### src/rtl/core/i2cm_pkg.sv
// Types and constants shared by the I2C master byte engine.
package i2cm_pkg;

   typedef enum logic [4:0] {
      PH_IDLE    = 5'd0,
      PH_ST_A    = 5'd1,
      PH_ST_B    = 5'd2,
      PH_ST_C    = 5'd3,
      PH_SP_A    = 5'd4,
      PH_SP_B    = 5'd5,
      PH_SP_C    = 5'd6,
      PH_WR_LO   = 5'd7,
      PH_WR_HI   = 5'd8,
      PH_WA_REL  = 5'd9,
      PH_WA_POLL = 5'd10,
      PH_WA_END  = 5'd11,
      PH_RD_LO   = 5'd12,
      PH_RD_HI   = 5'd13,
      PH_AK_LO   = 5'd14,
      PH_AK_HI   = 5'd15,
      PH_AK_END  = 5'd16
   } phase_type;

   localparam logic [2:0] ACT_TICK  = 3'd0;
   localparam logic [2:0] ACT_START = 3'd1;
   localparam logic [2:0] ACT_STOP  = 3'd2;
   localparam logic [2:0] ACT_WRITE = 3'd3;
   localparam logic [2:0] ACT_READ  = 3'd4;

   localparam logic [7:0] ACK_TIMEOUT_RESET = 8'd250;
   localparam logic [3:0] BYTE_BITS         = 4'd8;

   typedef struct packed {
      phase_type   phase;
      logic [3:0]  bit_index;
      logic [7:0]  shift_reg;
      logic [7:0]  wait_count;
      logic        ack_choice;
      logic        error_flag;
      logic        scl;
      logic        rel;
      logic [7:0]  rx_hold;
   } eng_state_type;

   typedef struct packed {
      logic        scl_level;
      logic        sda_release;
      logic        busy_res;
      logic        done_res;
      logic [7:0]  rx_byte;
      logic        ack_error;
   } result_type;

   typedef struct packed {
      logic [2:0]  action;
      logic [7:0]  tx_byte;
      logic        send_ack;
      logic        sda_level;
   } request_type;

endpackage

### src/rtl/core/i2c_master_byte_engine.sv
// I2C master byte engine: one request is one bus phase tick, one response per request.
// The engine takes one request per clock cycle when not stalled and answers each with one
// response: the request is captured in an input register, one bus phase is worked out
// from it and the sequencer state, and the line levels go to a response register. A stall
// on the response side holds both registers and stalls the request side in turn. The ack
// timeout register is written through the csr port, which is always ready.
module i2c_master_byte_engine (
   input  logic       clock,
   input  logic       reset,
   input  logic       req_valid,
   output logic       req_stall,
   input  logic [2:0] req_action,
   input  logic [7:0] req_tx_byte,
   input  logic       req_send_ack,
   input  logic       req_sda_level,
   output logic       rsp_valid,
   input  logic       rsp_stall,
   output logic       rsp_scl_level,
   output logic       rsp_sda_release,
   output logic       rsp_busy_res,
   output logic       rsp_done_res,
   output logic [7:0] rsp_rx_byte,
   output logic       rsp_ack_error,
   input  logic       csr_valid,
   output logic       csr_ready,
   input  logic [7:0] csr_data
);
   import i2cm_pkg::*;

   logic          in_valid_ff, in_valid_in;
   request_type   in_req_ff;
   logic          out_valid_ff, out_valid_in;
   result_type    out_res_ff;
   eng_state_type state_ff;
   eng_state_type state_in;
   result_type    step_res;
   logic [7:0]    ack_timeout_ff;
   logic          req_take;
   logic          advance;

   i2cm_step u_step (
      .cur_state   (state_ff),
      .req         (in_req_ff),
      .ack_timeout (ack_timeout_ff),
      .nxt_state   (state_in),
      .res         (step_res)
   );

   assign advance   = in_valid_ff && (!out_valid_ff || !rsp_stall);
   assign req_stall = in_valid_ff && !advance;
   assign req_take  = req_valid && !req_stall;
   assign csr_ready = 1'b1;

   always_comb begin
      if (req_take) begin
         in_valid_in = 1'b1;
      end else begin
         in_valid_in = in_valid_ff && !advance;
      end
      if (advance) begin
         out_valid_in = 1'b1;
      end else begin
         out_valid_in = out_valid_ff && rsp_stall;
      end
   end

   always_ff @(posedge clock) begin
      if (reset) begin
         in_valid_ff          <= 1'b0;
         out_valid_ff         <= 1'b0;
         ack_timeout_ff       <= ACK_TIMEOUT_RESET;
         state_ff.phase       <= PH_IDLE;
         state_ff.bit_index   <= 4'd0;
         state_ff.shift_reg   <= 8'd0;
         state_ff.wait_count  <= 8'd0;
         state_ff.ack_choice  <= 1'b0;
         state_ff.error_flag  <= 1'b0;
         state_ff.scl         <= 1'b1;
         state_ff.rel         <= 1'b1;
         state_ff.rx_hold     <= 8'd0;
      end else begin
         in_valid_ff  <= in_valid_in;
         out_valid_ff <= out_valid_in;
         if (csr_valid && csr_ready) begin
            ack_timeout_ff <= csr_data;
         end
         if (advance) begin
            state_ff <= state_in;
         end
      end
   end

   always_ff @(posedge clock) begin
      if (req_take) begin
         in_req_ff.action    <= req_action;
         in_req_ff.tx_byte   <= req_tx_byte;
         in_req_ff.send_ack  <= req_send_ack;
         in_req_ff.sda_level <= req_sda_level;
      end
      if (advance) begin
         out_res_ff <= step_res;
      end
   end

   assign rsp_valid       = out_valid_ff;
   assign rsp_scl_level   = out_res_ff.scl_level;
   assign rsp_sda_release = out_res_ff.sda_release;
   assign rsp_busy_res    = out_res_ff.busy_res;
   assign rsp_done_res    = out_res_ff.done_res;
   assign rsp_rx_byte     = out_res_ff.rx_byte;
   assign rsp_ack_error   = out_res_ff.ack_error;

endmodule

### src/rtl/core/i2cm_step.sv
// Next-state and line-drive logic for one bus phase tick.
module i2cm_step (
   input  i2cm_pkg::eng_state_type cur_state,
   input  i2cm_pkg::request_type   req,
   input  logic [7:0]              ack_timeout,
   output i2cm_pkg::eng_state_type nxt_state,
   output i2cm_pkg::result_type    res
);
   import i2cm_pkg::*;

   eng_state_type st;
   logic          scl;
   logic          rel;
   logic          done;
   logic [3:0]    bit_inc;
   logic [7:0]    rd_shift;

   always_comb begin
      st       = cur_state;
      done     = 1'b0;
      if (st.phase == PH_IDLE) begin
         unique case (req.action)
            ACT_START: st.phase = PH_ST_A;
            ACT_STOP:  st.phase = PH_SP_A;
            ACT_WRITE: begin
               st.phase      = PH_WR_LO;
               st.shift_reg  = req.tx_byte;
               st.bit_index  = 4'd0;
               st.wait_count = 8'd0;
               st.error_flag = 1'b0;
            end
            ACT_READ: begin
               st.phase      = PH_RD_LO;
               st.shift_reg  = 8'd0;
               st.bit_index  = 4'd0;
               st.ack_choice = req.send_ack;
            end
            default: ;
         endcase
      end

      scl      = st.scl;
      rel      = st.rel;
      res.busy_res = (st.phase != PH_IDLE);
      bit_inc  = st.bit_index + 4'd1;
      rd_shift = {st.shift_reg[6:0], req.sda_level};

      unique case (st.phase)
         PH_IDLE: ;
         PH_ST_A: begin scl = 1'b1; rel = 1'b1; st.phase = PH_ST_B; end
         PH_ST_B: begin scl = 1'b1; rel = 1'b0; st.phase = PH_ST_C; end
         PH_ST_C: begin
            scl = 1'b0; rel = 1'b0; st.phase = PH_IDLE; done = 1'b1;
         end
         PH_SP_A: begin scl = 1'b0; rel = 1'b0; st.phase = PH_SP_B; end
         PH_SP_B: begin scl = 1'b1; rel = 1'b0; st.phase = PH_SP_C; end
         PH_SP_C: begin
            scl = 1'b1; rel = 1'b1; st.phase = PH_IDLE; done = 1'b1;
         end
         PH_WR_LO: begin
            scl = 1'b0; rel = st.shift_reg[7]; st.phase = PH_WR_HI;
         end
         PH_WR_HI: begin
            scl          = 1'b1;
            rel          = st.shift_reg[7];
            st.shift_reg = {st.shift_reg[6:0], 1'b0};
            st.bit_index = bit_inc;
            st.phase     = (bit_inc >= BYTE_BITS) ? PH_WA_REL : PH_WR_LO;
         end
         PH_WA_REL: begin scl = 1'b0; rel = 1'b1; st.phase = PH_WA_POLL; end
         PH_WA_POLL: begin
            scl = 1'b1;
            rel = 1'b1;
            if (!req.sda_level) begin
               st.phase = PH_WA_END;
            end else if (st.wait_count >= ack_timeout) begin
               st.error_flag = 1'b1;
               st.phase      = PH_SP_A;
            end else begin
               st.wait_count = st.wait_count + 8'd1;
            end
         end
         PH_WA_END: begin
            scl = 1'b0; rel = 1'b1; st.phase = PH_IDLE; done = 1'b1;
         end
         PH_RD_LO: begin scl = 1'b0; rel = 1'b1; st.phase = PH_RD_HI; end
         PH_RD_HI: begin
            scl          = 1'b1;
            rel          = 1'b1;
            st.shift_reg = rd_shift;
            st.bit_index = bit_inc;
            if (bit_inc >= BYTE_BITS) begin
               st.rx_hold = rd_shift;
               st.phase   = PH_AK_LO;
            end else begin
               st.phase = PH_RD_LO;
            end
         end
         PH_AK_LO: begin
            scl = 1'b0; rel = !st.ack_choice; st.phase = PH_AK_HI;
         end
         PH_AK_HI: begin
            scl = 1'b1; rel = !st.ack_choice; st.phase = PH_AK_END;
         end
         PH_AK_END: begin
            scl = 1'b0; rel = !st.ack_choice; st.phase = PH_IDLE; done = 1'b1;
         end
         default: st.phase = PH_IDLE;
      endcase

      st.scl          = scl;
      st.rel          = rel;
      nxt_state       = st;
      res.scl_level   = scl;
      res.sda_release = rel;
      res.done_res    = done;
      res.rx_byte     = st.rx_hold;
      res.ack_error   = st.error_flag;
   end

endmodule

### config.mk
export PLATFORM = sky130hd
export DESIGN_NAME = i2c_master_byte_engine
export DESIGN_NICKNAME = d
export VERILOG_FILES = /design/src/rtl/core/i2cm_pkg.sv /design/src/rtl/core/i2c_master_byte_engine.sv /design/src/rtl/core/i2cm_step.sv
export SDC_FILE = /design/constraint.sdc
export NUM_CORES = 1
export LEC_CHECK = 0
export ABC_CLOCK_PERIOD_IN_PS = 5850
export BUFFER_PORTS_ARGS = -buffer_cell sky130_fd_sc_hd__buf_2
export CORE_AREA = 2 2 92 94
export CTS_BUF_LIST = sky130_fd_sc_hd__clkbuf_8 sky130_fd_sc_hd__clkbuf_16
export CTS_CLUSTER_SIZE = 16
export DETAILED_ROUTE_END_ITERATION = 8
export DIE_AREA = 0 0 94 96
export PLACE_DENSITY_LB_ADDON = 0.12
export SLEW_MARGIN = 20
export SYNTH_ARGS = -nofsm -noshare
export SYNTH_HDL_FRONTEND = slang
export SYNTH_SLANG_ARGS = --single-unit
### constraint.sdc
create_clock -name clock -period 5.85 [get_ports clock]
set_clock_uncertainty 0.05 [all_clocks]
set_input_delay 1.17 -clock clock [delete_from_list [all_inputs] [get_ports clock]]
set_output_delay 1.17 -clock clock [all_outputs]
set_load 0.005 [all_outputs]
* Word-level counts from Yosys, hierarchy flattened
Index checks and enable logic that the tools add are counted.
** Word-level totals
- RAM bits :: 0
- Output and inout port bits :: 16
- Bits of input ports :: 26
- Bits in latches :: 0
- Word-level logic and storage cells :: 91
- Memories :: 0
- Register bits :: 73
- Memory bits (read-only) :: 0
** Cells by class
- Div/mod/pow operators :: 0
- Order comparisons :: 2
- Bitwise logic cells :: 0
- Equal/unequal tests :: 20
- Muxes and demuxes :: 25
- Reduce and logical (&&, ||, !) cells :: 20
- Multiply operators :: 0
- Add/subtract/negate cells :: 2
- Shifts and indexed selects :: 0
** Operators with widths (count)
- $pmux 5 s13 :: 1
- $mux 8 :: 6
- $pmux 12 s2 :: 2
- $eq 5x4->1 const B :: 8
- $mux 27 :: 1
- $eq 5x3->1 const B :: 4
- $pmux 5 s4 :: 1
- $reduce_or 8->1 :: 2
- $eq 5x2->1 const B :: 2
- $logic_not 5->1 :: 2
- $mux 5 :: 2
- $add 8x1->8 const B :: 1
- $ge 8x8->1 :: 1
- $mux 1 :: 8
- $reduce_or 4->1 :: 2
- $reduce_or 7->1 :: 1
- $eq 3x2->1 const B :: 2
- $eq 5x1->1 const B :: 1
- $eq 5x5->1 const B :: 1
- $logic_not 1->1 :: 5
- $reduce_bool 5->1 :: 1
- $add 4x1->4 const B :: 1
- $ge 4x4->1 const B :: 1
- $logic_and 1x1->1 :: 4
- 9 further kinds :: 9

* Longest topological paths before layout
- Word-level depth :: 8
- Gate-level depth with buffers :: 12
- Gate-level depth less buffers :: 10

* Modules after synthesis
A second synthesis with hierarchy kept.
** Unflattened totals
- Cell total of the unflattened synthesis :: 451
- Area, all modules :: 4337.9 µm²
** By module, submodules not included
- i2c_master_byte_engine :: area each 2815.2 µm², cells an instance 224, seq. area each 1721.7 µm², instances 1
- i2cm_step :: area each 1522.7 µm², cells an instance 227, seq. area each 0.0 µm², instances 1

* Worst setup path before layout
No wires, ideal clock.
- Path type :: flip-flop to flip-flop
- Start :: register in_req_ff[11] (netlist bit)
- End :: register state_ff[33] (netlist bit)
- Setup slack :: 2.870 ns
- Clock period less this slack :: 2.980 ns
- Arrival :: 2.827 ns
- Required time :: 5.697 ns
- Stages on the path, launching flop included :: 12
- Library setup time :: 0.103 ns
- Buffers on the path :: 1
- Path through :: edfxtp_1 > and3b_2 > nand3_1 > clkbuf_1 > nand2_1 > ha_1 > nand2b_1 > a2111o_1 > a311o_1 > a31oi_1 > nor3_1 > a2111oi_2
** Between the ends
- Cells in the longest elaborated chain, start to end :: 7
- Elaborated cells between the ends (all ways) :: 29
- Those cells by class :: 1 x add/sub; 2 x order compare; 16 x eq/ne; 9 x mux; 1 x reduce/logical
** RTL lines
- start: declaration :: line i2c_master_byte_engine.sv:31 : request_type in_req_ff;
- $eq 3x3->1 / $eq 3x2->1 (equally long branches) :: line i2cm_step.sv:22 : unique case (req.action)
- $pmux 12 s2 / $mux 8 (equally long branches) :: line i2cm_step.sv:22
- $mux 27 (*) :: line i2cm_step.sv:21 : if (st.phase == PH_IDLE) begin
- $add 4x1->4 / $ge 8x8->1 (equally long branches) :: line i2cm_step.sv:45, i2cm_step.sv:76
- $ge 4x4->1 / $mux 5 (equally long branches) :: line i2cm_step.sv:68, i2cm_step.sv:92, i2cm_step.sv:76
- $mux 2 (tied with other cells) :: line i2cm_step.sv:92 : if (bit_inc >= BYTE_BITS) begin
- $pmux 5 s13 (*) :: line i2cm_step.sv:48 : unique case (st.phase)
- end signal: assignment :: line i2c_master_byte_engine.sv:88 : state_ff <= state_in;
- end: declaration :: line i2c_master_byte_engine.sv:34 : eng_state_type state_ff;
Mark *: on every way between the ends. The rest lies on a longest branch, timed or not.
A chain may end at the register's enable or synchronous reset.

* Final worst setup path
- Start :: register state_ff[36] (netlist bit)
- End :: register state_ff[18] (netlist bit)
** Between the ends
- Cells in the longest elaborated chain, start to end :: 6
- Elaborated cells between the ends (all ways) :: 9
- Those cells by class :: 1 x add/sub; 1 x order compare; 1 x eq/ne; 5 x mux; 1 x reduce/logical
** RTL lines
- $logic_not 5->1 :: line i2cm_step.sv:21
- $mux 27 (*) :: line i2cm_step.sv:21
- $add 8x1->8 / $ge 8x8->1 (equally long branches) :: line i2cm_step.sv:80, i2cm_step.sv:76
- $mux 8 :: line i2cm_step.sv:76 : end else if (st.wait_count >= ack_timeout) begin
- $mux 8 :: line i2cm_step.sv:74 : if (!req.sda_level) begin
- $mux 8 (*) :: line i2cm_step.sv:48
Marks and branches as above.

==> qor.yml <==
status: "completed"
slowest_stage: "nor3_2"
die_w_um: 94
wirelength_mm: 9.20
routedWlPerCell_um: 16.4
netlist_instances: 421
holdBufCountCts: 0
root_buffer: "clkbuf_8"
h-tree-depth: 3
cts_resized: 0
drive_gt1_share_pct: 18.8
postRouteAntennaNets: 0
hpwlAfterDp_mm: 6.46
rsz0062_at_grt: "no"
coreArea_um2: 8050
numCtsBuffers: 9
cts.sinks: 73
multi_input_area_um2: 2040
port_buffers: 40
viasPerCell: 5.81
crit_family: "compound AO/OA/AOI/OAI gates"
powerDensity_nw_per_um2: 243
post_cts_buffers: 0
drv_cap: 0
clk_latency_ps: 350
gp_congestion: 0.956
reg2regPathDepth: 10
grt.total_usage_pct: 22.0
start_util_pct: 49.1
grt_start_max_net_pins: 39
crit_buf_inv: 0
setup_viol: 0
r2r_slack_ps: 2260
cts_tree: "done"
rr_endpoint: "state_ff[18]$_SDFFE_PP0P_"
max_freq_mhz: 279
total_power_mw: 1.05
finalMaxSlewViolations: 0
yosysSeqAreaShare_pct: 43.6
synth.distinct_cells: 72
min_path_type: "flop to flop"
max_slew_margin_pct: 37.1
power.leakage_nw: 1.69
arrival_ps: 3820
startpoint_type: "flop"
fillCellCount: 758
max_stage_delay_ps: 520
grt_pass1_wl_mm: 15.3
r2r_start: "state_ff[36]$_SDFFE_PP0P_"
avgSynthCellArea_um2: 9.39
synth_flop_cell: "dfxtp_1"
clk_pin_slew_ps: 80
setup_tns_ps: 0
pin_count: 42
grt.overflow.total: 0
cts_max_path_buffers: 2
fin_util_pct: 53.8
critPathKind: "flop to flop"
drc: 0
vdd_ir_drop_max_mv: 0.0955
worstPathMaxFanout: 15
synth_top_cell_by_area: "dfxtp_1"
cp-end-kind: "flop"
ys_top_cells_by_area: "dfxtp_1 24%, edfxtp_1 20%, nand2_1 5.0%"
antenna_found_initial: 0
fin_nets: 488
synth_fp_nets: 457
ys_warn_count: 0
fin_crit_sh_pct: 61.3
die_h_um: 96
synth_seq_cells: 73
syn-cell-area_um2: 3950
holdPathEnd: "state_ff[26]$_SDFFE_PP0P_"
drt_iter0_drc: 238
via_count: 3264
regArea_um2: 1720
synth_top_area_share_pct: 23.8
worstHoldStart: "state_ff[26]$_SDFFE_PP0P_"
crit_chain: "nor3_2, nand3_1, nand2_1, ha_1, nand2b_1, a2111o_1, a31oi_1, o211ai_1, a211o_1, a21oi_1"
rows: 33
cp.required_ps: 6080
hold_viol_final: 0
synth_edf_count: 26
async_reset_ff_share_pct: 0
grt_pass1_vias: 3119
tightest_slew_ps: 939
diodes: 0
fin_crit_ps: 3590
die-area_um2: 9020
first_pass_iters: 4
min_path_cells: 2
area_growth_pct: 9.63
## cells by family (layout without fill, tap and decap cells)
logic type	after synthesis	count (layout)	share of synthesized area, %
fa+ha+maj	10	10	3.17
flops	73	73	43.6
mux	12	12	3.07
buf+inv	36	72	4.88
compound gates	126	126	22.5
simple gates	153	153	20.5
xor+xnor	10	10	2.22
other cells	1	1	0.0949
## cell usage in the layout, fill, tap and decap left out, types with 3 or more instances in the layout
| master | n |
|---|---|
| a22oi_1 | 10 |
| nor3_1 | 9 |
| mux2i_1 | 11 |
| buf_4 | 3 |
| buf_2 | 40 |
| nand2_1 | 53 |
| or3_1 | 4 |
| a31oi_1 | 5 |
| xnor2_1 | 7 |
| xor2_1 | 3 |
| a21o_1 | 3 |
| o211ai_1 | 13 |
| inv_1 | 12 |
| nand2b_1 | 5 |
| edfxtp_1 | 26 |
| a211oi_2 | 4 |
| a21oi_1 | 27 |
| a211oi_1 | 5 |
| nor2b_1 | 4 |
| o21ai_0 | 26 |
| o2111ai_1 | 5 |
| nor2_1 | 33 |
| clkbuf_8 | 9 |
| o31ai_1 | 6 |
| dfxtp_1 | 47 |
| ha_1 | 10 |
| nand3_1 | 10 |
| and2_1 | 10 |
## metal layers
| layer | vias up | global-route usage, % | routed length [um] | part of all wire [%] |
|---|---|---|---|---|
| met2 | 101 | 35.9 | 4310 | 47 |
| met4 | 0 | 10.5 | 213 | 2.3 |
| li1 | 1610 | - | - | - |
| met3 | 16 | 4.78 | 549 | 6.0 |
| met1 | 1537 | 27.9 | 4130 | 45 |
| met5 | - | 0 | 0 | 0 |
## registers in the layout, indices dropped and copies added, names as in the netlist
name,cells
state_ff,37
in_req_ff,13
ack_timeout_ff,8
rsp_rx_byte,8
in_valid_ff,1
rsp_ack_error,1
rsp_busy_res,1
rsp_done_res,1
rsp_scl_level,1
rsp_sda_release,1
rsp_valid,1
## report_power, final
group / switching (mW) / internal (mW) / leakage [nW]
Sequential: 0.0135 / 0.545 / 0.632
Combinational: 0.0855 / 0.0511 / 0.975
Clock: 0.203 / 0.153 / 0.0868
## Yosys cell counts (all sizes together) (4+ instances only)
cell type,instances
mux2i,11
a31oi,5
buf,10
nor2b,4
nand3,10
and2,10
xnor2,7
o211ai,13
o31ai,6
ha,10
nand2,53
nor2,33
inv,11
a211oi,10
edfxtp,26
clkbuf,13
a21oi,27
a22oi,10
nand2b,5
a21o,4
or3,5
o2111ai,5
dfxtp,47
nor3,12
o21ai,27
## per-stage QoR
stage               setup WS, ps  hold slack (ps)  std cells  area, um^2
floorplan                   2870              382        421        3950
global placement            2440              389        546        4160
detailed placement          2320              398        546        4160
CTS                         2300              409        562        4330
global route                1910              427        562        4330
finish                      2260              405        562        4330
## how the worst max path moves through the flow
| stage | from | to | slack (ps) | depth (start not counted) |
|---|---|---|---|---|
| floorplan | in_req_ff[11]$_DFFE_PP_ | state_ff[33]$_SDFFE_PP0P_ | 2870 | 11 |
| global placement | state_ff[36]$_SDFFE_PP0P_ | state_ff[18]$_SDFFE_PP0P_ | 2440 | 10 |
| detailed placement | state_ff[36]$_SDFFE_PP0P_ | state_ff[18]$_SDFFE_PP0P_ | 2320 | 10 |
| CTS | state_ff[36]$_SDFFE_PP0P_ | state_ff[18]$_SDFFE_PP0P_ | 2300 | 10 |
| global route | state_ff[36]$_SDFFE_PP0P_ | state_ff[18]$_SDFFE_PP0P_ | 1910 | 10 |
| finish | state_ff[36]$_SDFFE_PP0P_ | state_ff[18]$_SDFFE_PP0P_ | 2260 | 10 |
## cell type report
class,instances,share of cell area (%)
Clock inverter,7,1.07
Multi-Input combinational cell,312,47.0
Sequential cell,73,39.7
Inverter,13,1.13
Clock buffer,9,2.86
Timing Repair Buffer,43,5.14
Tap cell,105,3.03
## worst min-delay path, cell delays in order (launching register included)
cell	delay (ps)
dfxtp_1	310
nand2_1	50
a21oi_1	50
No activity file was read; power rests on OpenSTA's default activity.
